$ cat config.mk
export PLATFORM = sky130hd
export DESIGN_NAME = motor_servo_command_framer
export DESIGN_NICKNAME = d
export VERILOG_FILES = /design/src/design/msc_pkg.sv /design/src/design/msc_front.sv /design/src/design/msc_queue.sv /design/src/design/msc_back.sv /design/src/design/motor_servo_command_framer.sv
export SDC_FILE = /design/constraint.sdc
export NUM_CORES = 1
export LEC_CHECK = 0
export BUFFER_PORTS_ARGS = -buffer_cell sky130_fd_sc_hd__buf_4
export CAP_MARGIN = 20
export CORE_MARGIN = 2
export CORE_UTILIZATION = 45
export DETAILED_ROUTE_END_ITERATION = 16
export SYNTH_ARGS = -nofsm -noshare
export SYNTH_HDL_FRONTEND = slang
export SYNTH_HIERARCHICAL = 1
export SYNTH_SLANG_ARGS = --single-unit
$ cat constraint.sdc
create_clock -name clk -period 13.55 [get_ports clk]
set_input_delay 2.71 -clock clk [delete_from_list [all_inputs] [get_ports clk]]
set_output_delay 2.71 -clock clk [all_outputs]
set_load 0.05 [all_outputs]
$ cat src/design/msc_pkg.sv
// ----------------------------------------------------------------------------
// msc_pkg: shared types and constants for the servo and motor command framer
// Holds the payload structs of both channels, the frame descriptor that
// travels from the classifier to the sequencer, and the bus command bytes.
// ----------------------------------------------------------------------------
package msc_pkg;

	// Function codes of an incoming command.
	localparam logic [1:0] FUNC_SERVO = 2'd0;
	localparam logic [1:0] FUNC_MOTOR = 2'd1;
	localparam logic [1:0] FUNC_LIGHT = 2'd2;

	// Light groups.
	localparam logic [1:0] LGT_FRONT   = 2'd0;
	localparam logic [1:0] LGT_AMBIENT = 2'd1;
	localparam logic [1:0] LGT_REAR    = 2'd2;

	// Bus symbol codes.
	localparam logic [1:0] SYM_START  = 2'd0;
	localparam logic [1:0] SYM_DATA   = 2'd1;
	localparam logic [1:0] SYM_STOP   = 2'd2;
	localparam logic [1:0] SYM_REJECT = 2'd3;

	// Frame kinds handled by the sequencer.
	localparam logic [1:0] FRM_MODE   = 2'd0;
	localparam logic [1:0] FRM_SERVO  = 2'd1;
	localparam logic [1:0] FRM_MOTOR  = 2'd2;
	localparam logic [1:0] FRM_REJECT = 2'd3;

	// Configuration register indexes.
	localparam logic [7:0] REG_BUS_ADDR  = 8'd0;
	localparam logic [7:0] REG_SERVO_MIN = 8'd1;
	localparam logic [7:0] REG_SERVO_MAX = 8'd2;
	localparam logic [7:0] REG_MOTOR_MAX = 8'd3;

	// Register reset values.
	localparam logic [7:0]  RST_BUS_ADDR  = 8'h80;
	localparam logic [15:0] RST_SERVO_MIN = 16'd50;
	localparam logic [15:0] RST_SERVO_MAX = 16'd250;
	localparam logic [15:0] RST_MOTOR_MAX = 16'd1000;

	// Command bytes.
	localparam logic [3:0][7:0] SERVO_CMD = {8'h2B, 8'h28, 8'h25, 8'h22};
	localparam logic [3:0][7:0] MOTOR_CMD = {8'h11, 8'h0D, 8'h09, 8'h05};
	localparam logic [7:0] MODE_BYTE      = 8'h00;
	localparam logic [7:0] MOTOR_SETUP    = 8'h01;
	localparam logic [7:0] FRONT_ON       = 8'h2D;
	localparam logic [7:0] FRONT_OFF      = 8'h2E;
	localparam logic [7:0] AMBIENT_ON     = 8'h36;
	localparam logic [7:0] AMBIENT_OFF    = 8'h37;
	localparam logic [7:0] REAR_A_ON      = 8'h30;
	localparam logic [7:0] REAR_A_OFF     = 8'h31;
	localparam logic [7:0] REAR_B_ON      = 8'h33;
	localparam logic [7:0] REAR_B_OFF     = 8'h34;

	// A command expands into at most this many frames.
	localparam int FRAMES = 4;

	typedef struct packed {
		logic [1:0]  func;
		logic [7:0]  channel;
		logic [15:0] value_a;
		logic [15:0] value_b;
		logic [1:0]  light_group;
		logic        light_on;
	} cmd_t;

	typedef struct packed {
		logic [1:0] symbol;
		logic [7:0] data_byte;
		logic       last;
	} sym_t;

	typedef struct packed {
		logic [7:0]  bus_address_byte;
		logic [15:0] servo_pulse_min;
		logic [15:0] servo_pulse_max;
		logic [15:0] motor_value_max;
	} cfg_t;

	// One classified command: a list of frames and the values they carry.
	typedef struct packed {
		logic [FRAMES-1:0][1:0] frm_kind;
		logic [FRAMES-1:0][7:0] frm_cmd;
		logic [1:0]             last_frm;
		logic [15:0]            value_a;
		logic [15:0]            value_b;
	} desc_t;

endpackage

$ cat src/design/msc_front.sv
// ----------------------------------------------------------------------------
// msc_front: command classifier
// Checks each accepted command against the limits and turns it into a frame
// descriptor for the queue. Tracks whether the motor init frame was sent.
// ----------------------------------------------------------------------------
module msc_front import msc_pkg::*; (
	input  logic  clk,
	input  logic  arst_n,
	input  logic  cmd_valid,
	output logic  cmd_stall,
	input  cmd_t  cmd,
	input  cfg_t  cfg,
	input  logic  q_full,
	output logic  push,
	output desc_t push_desc
);

	logic       motor_primed_q;
	logic       ch_ok;
	logic [1:0] ch_idx;
	logic       servo_ok;
	logic       motor_ok;
	logic [7:0] servo_c;
	logic [7:0] motor_c;

	assign cmd_stall = q_full;
	assign push      = cmd_valid && !q_full;

	// Channel and limit checks.
	assign ch_ok    = (cmd.channel >= 8'd1) && (cmd.channel <= 8'd4);
	assign ch_idx   = cmd.channel[1:0] - 2'd1;
	assign servo_c  = SERVO_CMD[ch_idx];
	assign motor_c  = MOTOR_CMD[ch_idx];
	assign servo_ok = (cmd.func == FUNC_SERVO) && ch_ok
		&& (cmd.value_a >= cfg.servo_pulse_min)
		&& (cmd.value_a <= cfg.servo_pulse_max);
	assign motor_ok = (cmd.func == FUNC_MOTOR) && ch_ok
		&& (cmd.value_a <= cfg.motor_value_max)
		&& (cmd.value_b <= cfg.motor_value_max);

	// Build the frame list in the order the frames go out on the bus.
	always_comb begin
		push_desc          = '0;
		push_desc.value_a  = cmd.value_a;
		push_desc.value_b  = cmd.value_b;
		push_desc.frm_kind = {FRAMES{FRM_REJECT}};
		push_desc.last_frm = 2'd0;
		priority if (servo_ok) begin
			push_desc.frm_kind[0] = FRM_MODE;
			push_desc.frm_cmd[0]  = servo_c;
			push_desc.frm_kind[1] = FRM_SERVO;
			push_desc.frm_cmd[1]  = servo_c;
			push_desc.last_frm    = 2'd1;
		end else if (motor_ok && !motor_primed_q) begin
			push_desc.frm_kind[0] = FRM_MODE;
			push_desc.frm_cmd[0]  = MOTOR_SETUP;
			push_desc.frm_kind[1] = FRM_MODE;
			push_desc.frm_cmd[1]  = motor_c;
			push_desc.frm_kind[2] = FRM_MOTOR;
			push_desc.frm_cmd[2]  = motor_c;
			push_desc.last_frm    = 2'd2;
		end else if (motor_ok) begin
			push_desc.frm_kind[0] = FRM_MODE;
			push_desc.frm_cmd[0]  = motor_c;
			push_desc.frm_kind[1] = FRM_MOTOR;
			push_desc.frm_cmd[1]  = motor_c;
			push_desc.last_frm    = 2'd1;
		end else if (cmd.func == FUNC_LIGHT && cmd.light_group == LGT_FRONT) begin
			push_desc.frm_kind[0] = FRM_MODE;
			push_desc.frm_cmd[0]  = cmd.light_on ? FRONT_ON : FRONT_OFF;
		end else if (cmd.func == FUNC_LIGHT && cmd.light_group == LGT_AMBIENT) begin
			push_desc.frm_kind[0] = FRM_MODE;
			push_desc.frm_cmd[0]  = cmd.light_on ? AMBIENT_ON : AMBIENT_OFF;
		end else if (cmd.func == FUNC_LIGHT && cmd.light_group == LGT_REAR) begin
			push_desc.frm_kind[0] = FRM_MODE;
			push_desc.frm_cmd[0]  = cmd.light_on ? REAR_A_ON : REAR_A_OFF;
			push_desc.frm_kind[1] = FRM_MODE;
			push_desc.frm_cmd[1]  = cmd.light_on ? REAR_B_ON : REAR_B_OFF;
			push_desc.last_frm    = 2'd1;
		end else begin
			// Rejected command: a single reject frame.
			push_desc.frm_kind[0] = FRM_REJECT;
		end
	end

	// The init frame goes out once, with the first accepted motor command.
	always_ff @(posedge clk or negedge arst_n) begin
		if (!arst_n) begin
			motor_primed_q <= 1'b0;
		end else if (push && motor_ok) begin
			motor_primed_q <= 1'b1;
		end
	end

endmodule

$ cat src/design/msc_queue.sv
// ----------------------------------------------------------------------------
// msc_queue: descriptor queue
// A short register FIFO between the classifier and the sequencer so that
// each side can stall on its own.
// ----------------------------------------------------------------------------
module msc_queue import msc_pkg::*; #(
	parameter int DEPTH = 2
) (
	input  logic  clk,
	input  logic  arst_n,
	input  logic  push,
	input  desc_t push_desc,
	output logic  full,
	input  logic  pop,
	output logic  not_empty,
	output desc_t head
);

	localparam int PTR_W = (DEPTH > 1) ? $clog2(DEPTH) : 1;
	localparam int CNT_W = $clog2(DEPTH + 1);

	desc_t             mem_q [DEPTH];
	logic [PTR_W-1:0]  wr_ptr_q;
	logic [PTR_W-1:0]  rd_ptr_q;
	logic [CNT_W-1:0]  count_q;

	assign full      = (count_q == CNT_W'(DEPTH));
	assign not_empty = (count_q != '0);
	assign head      = mem_q[rd_ptr_q];

	// Storage write.
	always_ff @(posedge clk) begin
		if (push) begin
			mem_q[wr_ptr_q] <= push_desc;
		end
	end

	// Pointers and fill count.
	always_ff @(posedge clk or negedge arst_n) begin
		if (!arst_n) begin
			wr_ptr_q <= '0;
			rd_ptr_q <= '0;
			count_q  <= '0;
		end else begin
			if (push) begin
				wr_ptr_q <= (wr_ptr_q == PTR_W'(DEPTH - 1)) ? '0 : wr_ptr_q + 1'b1;
			end
			if (pop) begin
				rd_ptr_q <= (rd_ptr_q == PTR_W'(DEPTH - 1)) ? '0 : rd_ptr_q + 1'b1;
			end
			if (push && !pop) begin
				count_q <= count_q + 1'b1;
			end else if (pop && !push) begin
				count_q <= count_q - 1'b1;
			end
		end
	end

endmodule

$ cat src/design/msc_back.sv
// ----------------------------------------------------------------------------
// msc_back: symbol sequencer
// Walks the frames of the descriptor at the queue head and emits one bus
// symbol per cycle, unless sym_stall holds the output, into an output register.
// ----------------------------------------------------------------------------
module msc_back import msc_pkg::*; (
	input  logic       clk,
	input  logic       arst_n,
	input  logic       not_empty,
	input  desc_t      head,
	output logic       pop,
	input  logic [7:0] bus_address_byte,
	output logic       sym_valid,
	input  logic       sym_stall,
	output sym_t       sym
);

	logic [1:0] frm_q;
	logic [2:0] pos_q;
	logic       out_valid_q;
	sym_t       out_q;

	logic       adv;
	logic [1:0] kind;
	logic [7:0] cbyte;
	logic [1:0] nsym;
	logic [7:0] nbyte;
	logic       eof;
	logic       last;

	assign kind  = head.frm_kind[frm_q];
	assign cbyte = head.frm_cmd[frm_q];

	// Advance whenever work is waiting and the output register can move.
	assign adv  = not_empty && (!out_valid_q || !sym_stall);
	assign last = eof && (frm_q == head.last_frm);
	assign pop  = adv && last;

	// Symbol for the current position of the current frame.
	always_comb begin
		nsym  = SYM_DATA;
		nbyte = 8'h00;
		eof   = 1'b0;
		if (kind == FRM_REJECT) begin
			nsym = SYM_REJECT;
			eof  = 1'b1;
		end else if (pos_q == 3'd0) begin
			nsym = SYM_START;
		end else if (pos_q == 3'd1) begin
			nbyte = bus_address_byte;
		end else begin
			unique case (kind)
				FRM_MODE: begin
					unique case (pos_q)
						3'd2: nbyte = MODE_BYTE;
						3'd3: nbyte = cbyte;
						default: begin
							nsym = SYM_STOP;
							eof  = 1'b1;
						end
					endcase
				end
				FRM_SERVO: begin
					unique case (pos_q)
						3'd2: nbyte = cbyte;
						3'd3: nbyte = head.value_a[15:8];
						3'd4: nbyte = head.value_a[7:0];
						default: begin
							nsym = SYM_STOP;
							eof  = 1'b1;
						end
					endcase
				end
				default: begin
					unique case (pos_q)
						3'd2: nbyte = cbyte;
						3'd3: nbyte = head.value_a[15:8];
						3'd4: nbyte = head.value_a[7:0];
						3'd5: nbyte = head.value_b[15:8];
						3'd6: nbyte = head.value_b[7:0];
						default: begin
							nsym = SYM_STOP;
							eof  = 1'b1;
						end
					endcase
				end
			endcase
		end
	end

	// Frame and position counters.
	always_ff @(posedge clk or negedge arst_n) begin
		if (!arst_n) begin
			frm_q <= '0;
			pos_q <= '0;
		end else if (adv) begin
			if (last) begin
				frm_q <= '0;
				pos_q <= '0;
			end else if (eof) begin
				frm_q <= frm_q + 2'd1;
				pos_q <= '0;
			end else begin
				pos_q <= pos_q + 3'd1;
			end
		end
	end

	// Output register valid.
	always_ff @(posedge clk or negedge arst_n) begin
		if (!arst_n) begin
			out_valid_q <= 1'b0;
		end else if (adv) begin
			out_valid_q <= 1'b1;
		end else if (!sym_stall) begin
			out_valid_q <= 1'b0;
		end
	end

	// Output register payload.
	always_ff @(posedge clk) begin
		if (adv) begin
			out_q.symbol    <= nsym;
			out_q.data_byte <= nbyte;
			out_q.last      <= last;
		end
	end

	assign sym_valid = out_valid_q;
	assign sym       = out_q;

endmodule

$ cat src/design/motor_servo_command_framer.sv
// ----------------------------------------------------------------------------
// motor_servo_command_framer: command to bus symbol framer
// Takes servo, motor and light commands for an I2C servo and motor board and
// turns each one into START, data byte and STOP symbols, or a REJECT symbol.
//
// Usage:
// - Command channel (cmd_valid, cmd_stall, cmd): a transfer takes place at a
//   clock edge with cmd_valid high and cmd_stall low.
// - Symbol channel (sym_valid, sym_stall, sym): one symbol per transfer;
//   sym.last marks the final symbol of a command's run.
// - Register port (cfg_valid, cfg_ready, cfg_index, cfg_data): cfg_ready is
//   always high; indexes above 3 are ignored. Write only while idle.
// - Start: a command's descriptor goes into the queue at its transfer, and when
//   the sequencer is free its first symbol moves to the output register.
// - Throughput: one symbol per cycle unless stalled; a command is 1 to 18
//   symbols (reject 1, light 5 or 10, servo 11, motor 13, 18 with init frame).
//   The symbol sequencer sets the rate; a QUEUE_DEPTH descriptor queue
//   lets new commands be taken while earlier runs are still going out.
// - Reset clears the queue, the output register and the motor init flag, and
//   loads the register defaults.
// - While the receiver stalls, the current symbol holds; once the queue is
//   full, cmd_stall rises.
// ----------------------------------------------------------------------------
module motor_servo_command_framer import msc_pkg::*; #(
	parameter int QUEUE_DEPTH = 2  // range 2 and up
) (
	input  logic        clk,
	input  logic        arst_n,
	input  logic        cmd_valid,
	output logic        cmd_stall,
	input  cmd_t        cmd,
	output logic        sym_valid,
	input  logic        sym_stall,
	output sym_t        sym,
	input  logic        cfg_valid,
	output logic        cfg_ready,
	input  logic [7:0]  cfg_index,
	input  logic [15:0] cfg_data
);

	cfg_t  cfg_q;
	logic  q_full;
	logic  push;
	desc_t push_desc;
	logic  pop;
	logic  not_empty;
	desc_t head;

	assign cfg_ready = 1'b1;

	// Configuration registers.
	always_ff @(posedge clk or negedge arst_n) begin
		if (!arst_n) begin
			cfg_q.bus_address_byte <= RST_BUS_ADDR;
			cfg_q.servo_pulse_min  <= RST_SERVO_MIN;
			cfg_q.servo_pulse_max  <= RST_SERVO_MAX;
			cfg_q.motor_value_max  <= RST_MOTOR_MAX;
		end else if (cfg_valid && cfg_ready) begin
			if (cfg_index == REG_BUS_ADDR) begin
				cfg_q.bus_address_byte <= cfg_data[7:0];
			end
			if (cfg_index == REG_SERVO_MIN) begin
				cfg_q.servo_pulse_min <= cfg_data;
			end
			if (cfg_index == REG_SERVO_MAX) begin
				cfg_q.servo_pulse_max <= cfg_data;
			end
			if (cfg_index == REG_MOTOR_MAX) begin
				cfg_q.motor_value_max <= cfg_data;
			end
		end
	end

	msc_front u_front (
		.clk       (clk),
		.arst_n    (arst_n),
		.cmd_valid (cmd_valid),
		.cmd_stall (cmd_stall),
		.cmd       (cmd),
		.cfg       (cfg_q),
		.q_full    (q_full),
		.push      (push),
		.push_desc (push_desc)
	);

	msc_queue #(
		.DEPTH (QUEUE_DEPTH)
	) u_queue (
		.clk       (clk),
		.arst_n    (arst_n),
		.push      (push),
		.push_desc (push_desc),
		.full      (q_full),
		.pop       (pop),
		.not_empty (not_empty),
		.head      (head)
	);

	msc_back u_back (
		.clk              (clk),
		.arst_n           (arst_n),
		.not_empty        (not_empty),
		.head             (head),
		.pop              (pop),
		.bus_address_byte (cfg_q.bus_address_byte),
		.sym_valid        (sym_valid),
		.sym_stall        (sym_stall),
		.sym              (sym)
	);

endmodule
Yosys cells after proc, flatten, opt, wreduce, memory -nomap -nowiden --
Memory sizes are Yosys's and may differ from the RTL's. Index checks and enable logic that the tools add are counted.
Operators by class: order comparisons 8, reduce and logical (&&, ||, !) cells 42, eq/ne operators 18, add/sub/neg operators 7, muxes and demuxes 64
Operators with widths (number):
- two-way mux 8 bit | 11
- two-way mux 18 bit | 4
- binary-select mux 8 bit (select 2 bit) | 3
- less-or-equal comparator 16 bit | 3
- one-hot mux 8 bit (5 select lines) | 1
- two-way mux 2 bit | 18
- one-hot mux 8 bit (3 select lines) | 1
- logical AND 1 bit | 18
- equality test 8 x 2 -> 1 bit, second input constant | 2
- >= comparator 16 bit | 1
- two-way mux 1 bit | 16
- one-hot mux 8 bit (2 select lines) | 1
- two-way mux 4 bit | 3
- AND reduction 2 bit | 5
- equality test 3 bit, second input constant | 3
- two-way mux 3 bit | 3
- equality test 2 bit, second input constant | 4
- equality test 8 x 1 -> 1 bit, second input constant | 1
- >= comparator 8 x 1 -> 1 bit, second input constant | 1
- less-or-equal comparator 8 x 3 -> 1 bit, second input constant | 1
- zero test 8 bit | 1
- equality test 2 x 1 -> 1 bit, second input constant | 3
- equality test 3 x 2 -> 1 bit, second input constant | 2
- zero test 1 bit | 6
- 18 further kinds | 27
Storage, ports and cells: output and inout port bits 14, memories kept 1, RAM bits 126, input bits 74, word-level logic and storage cells 154, register bits after elaboration 78
Memory list:
- u_queue.mem_q | words 2, width 63, rd ports 1, clocked after Yosys merged registers in 0, wr ports 1, RTL line msc_queue.sv:22 | desc_t mem_q [DEPTH];

Depth between registers and ports, before layout --
An unclocked memory read counts as a cell.
word-level depth 13, depth in mapped cells 13, depth with buffers taken out 12

Hierarchy --
Netlist, hierarchy kept.
By module, submodules not included:
- msc_queue | area each 5731.7 um^2, cells each 246, sequential area each 4544.4 um^2, times used 1
- msc_front | area each 2404.8 um^2, cells each 333, sequential area each 25.0 um^2, times used 1
- motor_servo_command_framer | area each 2255.9 um^2, cells each 125, sequential area each 1421.4 um^2, times used 1
- msc_back | area each 1601.5 um^2, cells each 149, sequential area each 480.5 um^2, times used 1

Least setup slack after synthesis --
Ideal clock, no wire load.
kind input to register, start point input cmd_valid, end point memory u_queue/mem_q[0][0] (netlist bit), enable pin, library setup time 516 ps, path slack 6725 ps, data required time 13034 ps, cell stages on the path 2, arrival 6310 ps, buffers on the path 0, cell sequence nor2b_1 -> nor2b_1
Between the ends: longest elaborated chain between the ends 3
Ends and longest elaborated chain:
- start: declaration | RTL line motor_servo_command_framer.sv:29 | input logic cmd_valid,
- logical AND 1 bit | RTL line msc_front.sv:27 | assign push = cmd_valid && !q_full;
- two-way mux 1 bit | RTL line msc_queue.sv:33 | if (push) begin
- two-way mux 1 bit (not written as such) | RTL line msc_queue.sv:34 | mem_q[wr_ptr_q] <= push_desc;
- end: declaration | RTL line msc_queue.sv:22
Every way passes these cells.

==> metrics.log <==
[metrics] Total Wirelength: 24,950 um
[metrics] crit path kind: in2reg
[metrics] total global routing overflow: 0
[metrics] IO Port Bufs: 86
[metrics] type of the worst min-delay path: reg2reg
[metrics] Data required, critical path: 13,760 ps
[metrics] Final Hold Viols: 0
[metrics] initial core utilization: 45.90%
[metrics] element type at the critical path start: primary input
[metrics] delay-heaviest family, CP: compound AO/OA/AOI/OAI gates
[metrics] Max Transition Viols Final: 0
[metrics] cell count along the critical path: 8
[metrics] Chip Width: 167.3 um
[metrics] HPWL after detailed placement: 17,770 um
[metrics] max-capacitance violation count: 0
[metrics] number of CTS-inserted buffers: 25
[metrics] global-route usage over all layers: 17.92%
[metrics] latest clock arrival within the worst-skew pair: 530 ps
[metrics] placeable core area: 26,130 um^2
[metrics] master of the slowest instance on the critical path: sky130_fd_sc_hd__a2111oi_1
[metrics] Post-synth EDFFs: 159
[metrics] most common library cell in the layout ignoring fill and taps: sky130_fd_sc_hd__edfxtp_1
[metrics] full die area: 27,980 um^2
[metrics] antenna violations before repair: 0
[metrics] Resized cells post-CTS: 0
[metrics] Worst Tran Pin Value: 1064 ps
[metrics] pre-CTS setup slack: 7872 ps
[metrics] setup slack after layout: 8316 ps
[metrics] worst-case reg-to-reg path depth: 10
[metrics] result of the run: finished, violations left
[metrics] post-DR wirelength/cell: 19.82 um
[metrics] portion of the post-synthesis area used by sequential elements: 53.95%
[metrics] ys async rst share: 29.65%
[metrics] number of instances in the synthesized netlist: 853
[metrics] leak pwr: 5.381 nW
[metrics] final number of setup-violating endpoints: 0
[metrics] number of unique standard cell types used by synthesis: 72
[metrics] total power density per cell area: 182.2 nW/um^2
[metrics] number of vias per cell after detailed routing: 5.382
[metrics] router iterations before antenna repair: 14
[metrics] source of the critical timing path: cmd[20]
[metrics] clock sink total: 226
[metrics] post-layout minimum cycle time: 5234 ps
[metrics] maximum number of pins on one net before global-route repair: 75
[metrics] relative max-transition margin: 28.92%
[metrics] top-level port count: 88
[metrics] VDD IR max: 95.75 uV
[metrics] Placed Instances: 1,213
[metrics] maximum root-to-sink buffer count: 3
[metrics] crit-path max cell delay: 900 ps
[metrics] Hold Path Stages: 1
[metrics] Avg Synthesized Cell Area: 14.06 um^2
[metrics] First DRT Iteration DRCs: 482
[metrics] P&R area growth vs syn: 10.92%
[metrics] flop and latch count out of synthesis: 226
[metrics] CP Max Fanout: 15
[metrics] Crit path buffers/inverters: 1
[metrics] failing checks: DRC
[metrics] Final period util: 38.63%
[metrics] top flip-flop cell by instance count after synthesis: sky130_fd_sc_hd__edfxtp_1
[metrics] kind of end point of the critical path: register
[metrics] CTS clock-pin slew for the worst setup and hold paths: 60 ps
[metrics] postcts setup bufs: 0
[metrics] Die Height: 167.3 um
[metrics] n_diodes: 0
[metrics] wire length of the first global-routing pass: 38,760 um
[metrics] total vias in the final route: 6,776
[metrics] clock root buffer: sky130_fd_sc_hd__clkbuf_16
[metrics] Max Fclk: 191.0 MHz
[metrics] critical path data arrival time: 5440 ps
[metrics] vias in the first global route: 6,822
[metrics] count of standard-cell rows: 59
[metrics] TritonCTS clock tree: built
[metrics] cells along the critical path: buf_4 > ha_1 > nor2b_1 > o211ai_1 > a21o_1 > a2111oi_1 > nor4_4 > nor4b_1
[metrics] clock skew: 27.22 ps
[metrics] worst r2r src: u_queue/rd_ptr_q
[metrics] number of buffers inserted by hold repair at cts: 0
[metrics] number of antenna-violating nets in the routed design: 0
[metrics] share of post-route cells with drive strength above 1: 33.87%
[metrics] Post-route DRC: 4
[metrics] warnings from Yosys: 6
[metrics] Netlist Area Pre-Place: 11,990 um^2
[metrics] setup repair after global routing missed its margin: false
[metrics] RD Place Congestion: 0.8382
[metrics] Reg2Reg Capture Point: u_queue/count_q[1]
[metrics] H-tree Lvls: 1
[metrics] endpoint of the worst setup timing path: u_queue/mem_q[0][66]
[metrics] highest-count cells in the layout ignoring fill and taps: sky130_fd_sc_hd__edfxtp_1 (159), sky130_fd_sc_hd__buf_4 (90), sky130_fd_sc_hd__ha_1 (75)
[metrics] count of non-filler cells in the finished layout: 1,259
[metrics] setup total negative slack: 0 ps
[metrics] layout net count: 1,054
[metrics] Worst R2R Setup Slack: 9260 ps
-- cells in the mapped netlist, drive strengths merged (3+ instances only) --
cell / number / share of area, %
a21o: 4 / 0.25
conb: 3 / 0.094
a21oi: 43 / 1.8
xor2: 7 / 0.51
dfstp: 16 / 3.5
nand2: 40 / 1.3
nor3: 6 / 0.33
nand3: 8 / 0.38
ha: 75 / 7.8
nor2: 18 / 0.56
o221a: 8 / 0.75
a211oi: 4 / 0.25
nand2b: 6 / 0.31
edfxtp: 159 / 40
or2: 3 / 0.16
mux4: 10 / 1.9
o21a: 4 / 0.25
a222oi: 8 / 0.67
and2b: 4 / 0.26
buf: 74 / 4.9
and2: 4 / 0.22
and3: 3 / 0.17
o211ai: 6 / 0.38
a22o: 9 / 0.66
nand4: 13 / 0.80
o21ai: 23 / 0.96
nor4: 8 / 0.67
clkbuf: 8 / 0.59
mux2: 131 / 14
nor2b: 9 / 0.47
dfrtp: 51 / 11
inv: 60 / 1.9
-- metrics by stage --
stage                     instance area [um^2]  total power, mW  util (%)  hold WS (ps)
after global placement                   12510            1.784     47.87         467.0
final                                    13300            2.424     50.91         477.2
after floorplan                          12060            1.612         -         447.4
after CTS                                13300            2.448     50.91         474.5
after detailed placement                 12510            1.793     47.87         467.3
after global routing                     13300            2.545     50.91         497.7
-- area by class of cell --
class / instances / area, um^2
clock inverter: 9 / 73.82
inverter: 60 / 225.2
timing repair buffer: 90 / 675.6
tap: 335 / 419.2
sequential: 226 / 6475
multi-input combinational: 502 / 4715
fill: 2268 / 12830
clock buffer: 37 / 720.7
-- worst register-to-register path, stage by stage, from the launching register on --
cell and delay, ps:
sky130_fd_sc_hd__dfrtp_4 830, sky130_fd_sc_hd__buf_4 700, sky130_fd_sc_hd__mux2_2 470, sky130_fd_sc_hd__mux4_2 570
sky130_fd_sc_hd__o21a_1 200, sky130_fd_sc_hd__o41ai_4 510, sky130_fd_sc_hd__and3_2 290, sky130_fd_sc_hd__inv_1 50
sky130_fd_sc_hd__ha_1 290, sky130_fd_sc_hd__nor2_1 130, sky130_fd_sc_hd__xor2_1 150
-- flip-flops by register name, summed over array words and instances (netlist names) --
| name | cells |
|---|---|
| cfg_q | 56 |
| u_back/frm_q | 2 |
| u_back/pos_q | 3 |
| u_back/sym | 11 |
| u_back/sym_valid | 1 |
| u_front/motor_primed_q | 1 |
| u_queue/count_q | 2 |
| u_queue/mem_q | 148 |
| u_queue/rd_ptr_q | 1 |
| u_queue/wr_ptr_q | 1 |
-- power breakdown --
| group | switching [mW] | leakage [nW] | total [mW] | internal, mW |
|---|---|---|---|---|
| logic | 0.431 | 2.65 | 0.776 | 0.344 |
| clock network | 0.266 | 0.390 | 0.652 | 0.386 |
| registers | 0.0866 | 2.34 | 0.997 | 0.910 |
-- how the worst min path moves through the flow --
stage / startpoint / endpoint / slack, ps
5_1_grt: u_queue/count_q[1] / u_queue/count_q[1] / 500
2_1_floorplan: u_queue/count_q[1] / u_queue/count_q[1] / 450
6_report: u_queue/count_q[1] / u_queue/count_q[1] / 480
3_5_place_dp: u_queue/count_q[1] / u_queue/count_q[1] / 470
3_3_place_gp: u_queue/count_q[1] / u_queue/count_q[1] / 470
4_1_cts: u_queue/count_q[1] / u_queue/count_q[1] / 470
-- routing by layer --
layer	up-vias	global-route usage, %	share of wire [%]
met3	37	2.458	5.0
met2	184	29.57	47
met1	3339	24.74	45
li1	3216	-	-
met4	0	5.558	3.0
met5	-	0	0
-- logic make-up (layout without fill, tap and decap cells) --
family | Yosys count | in the layout | synth area share (%)
simple gates | 133 | 133 | 6.655
fa+ha+maj | 75 | 75 | 7.824
mux | 141 | 141 | 16.21
buf+inv | 142 | 196 | 7.354
xor+xnor | 9 | 9 | 0.6572
other cells | 3 | 20 | 0.09388
compound gates | 124 | 124 | 7.250
flops | 226 | 226 | 53.95
(Power assumes the default switching activity.)
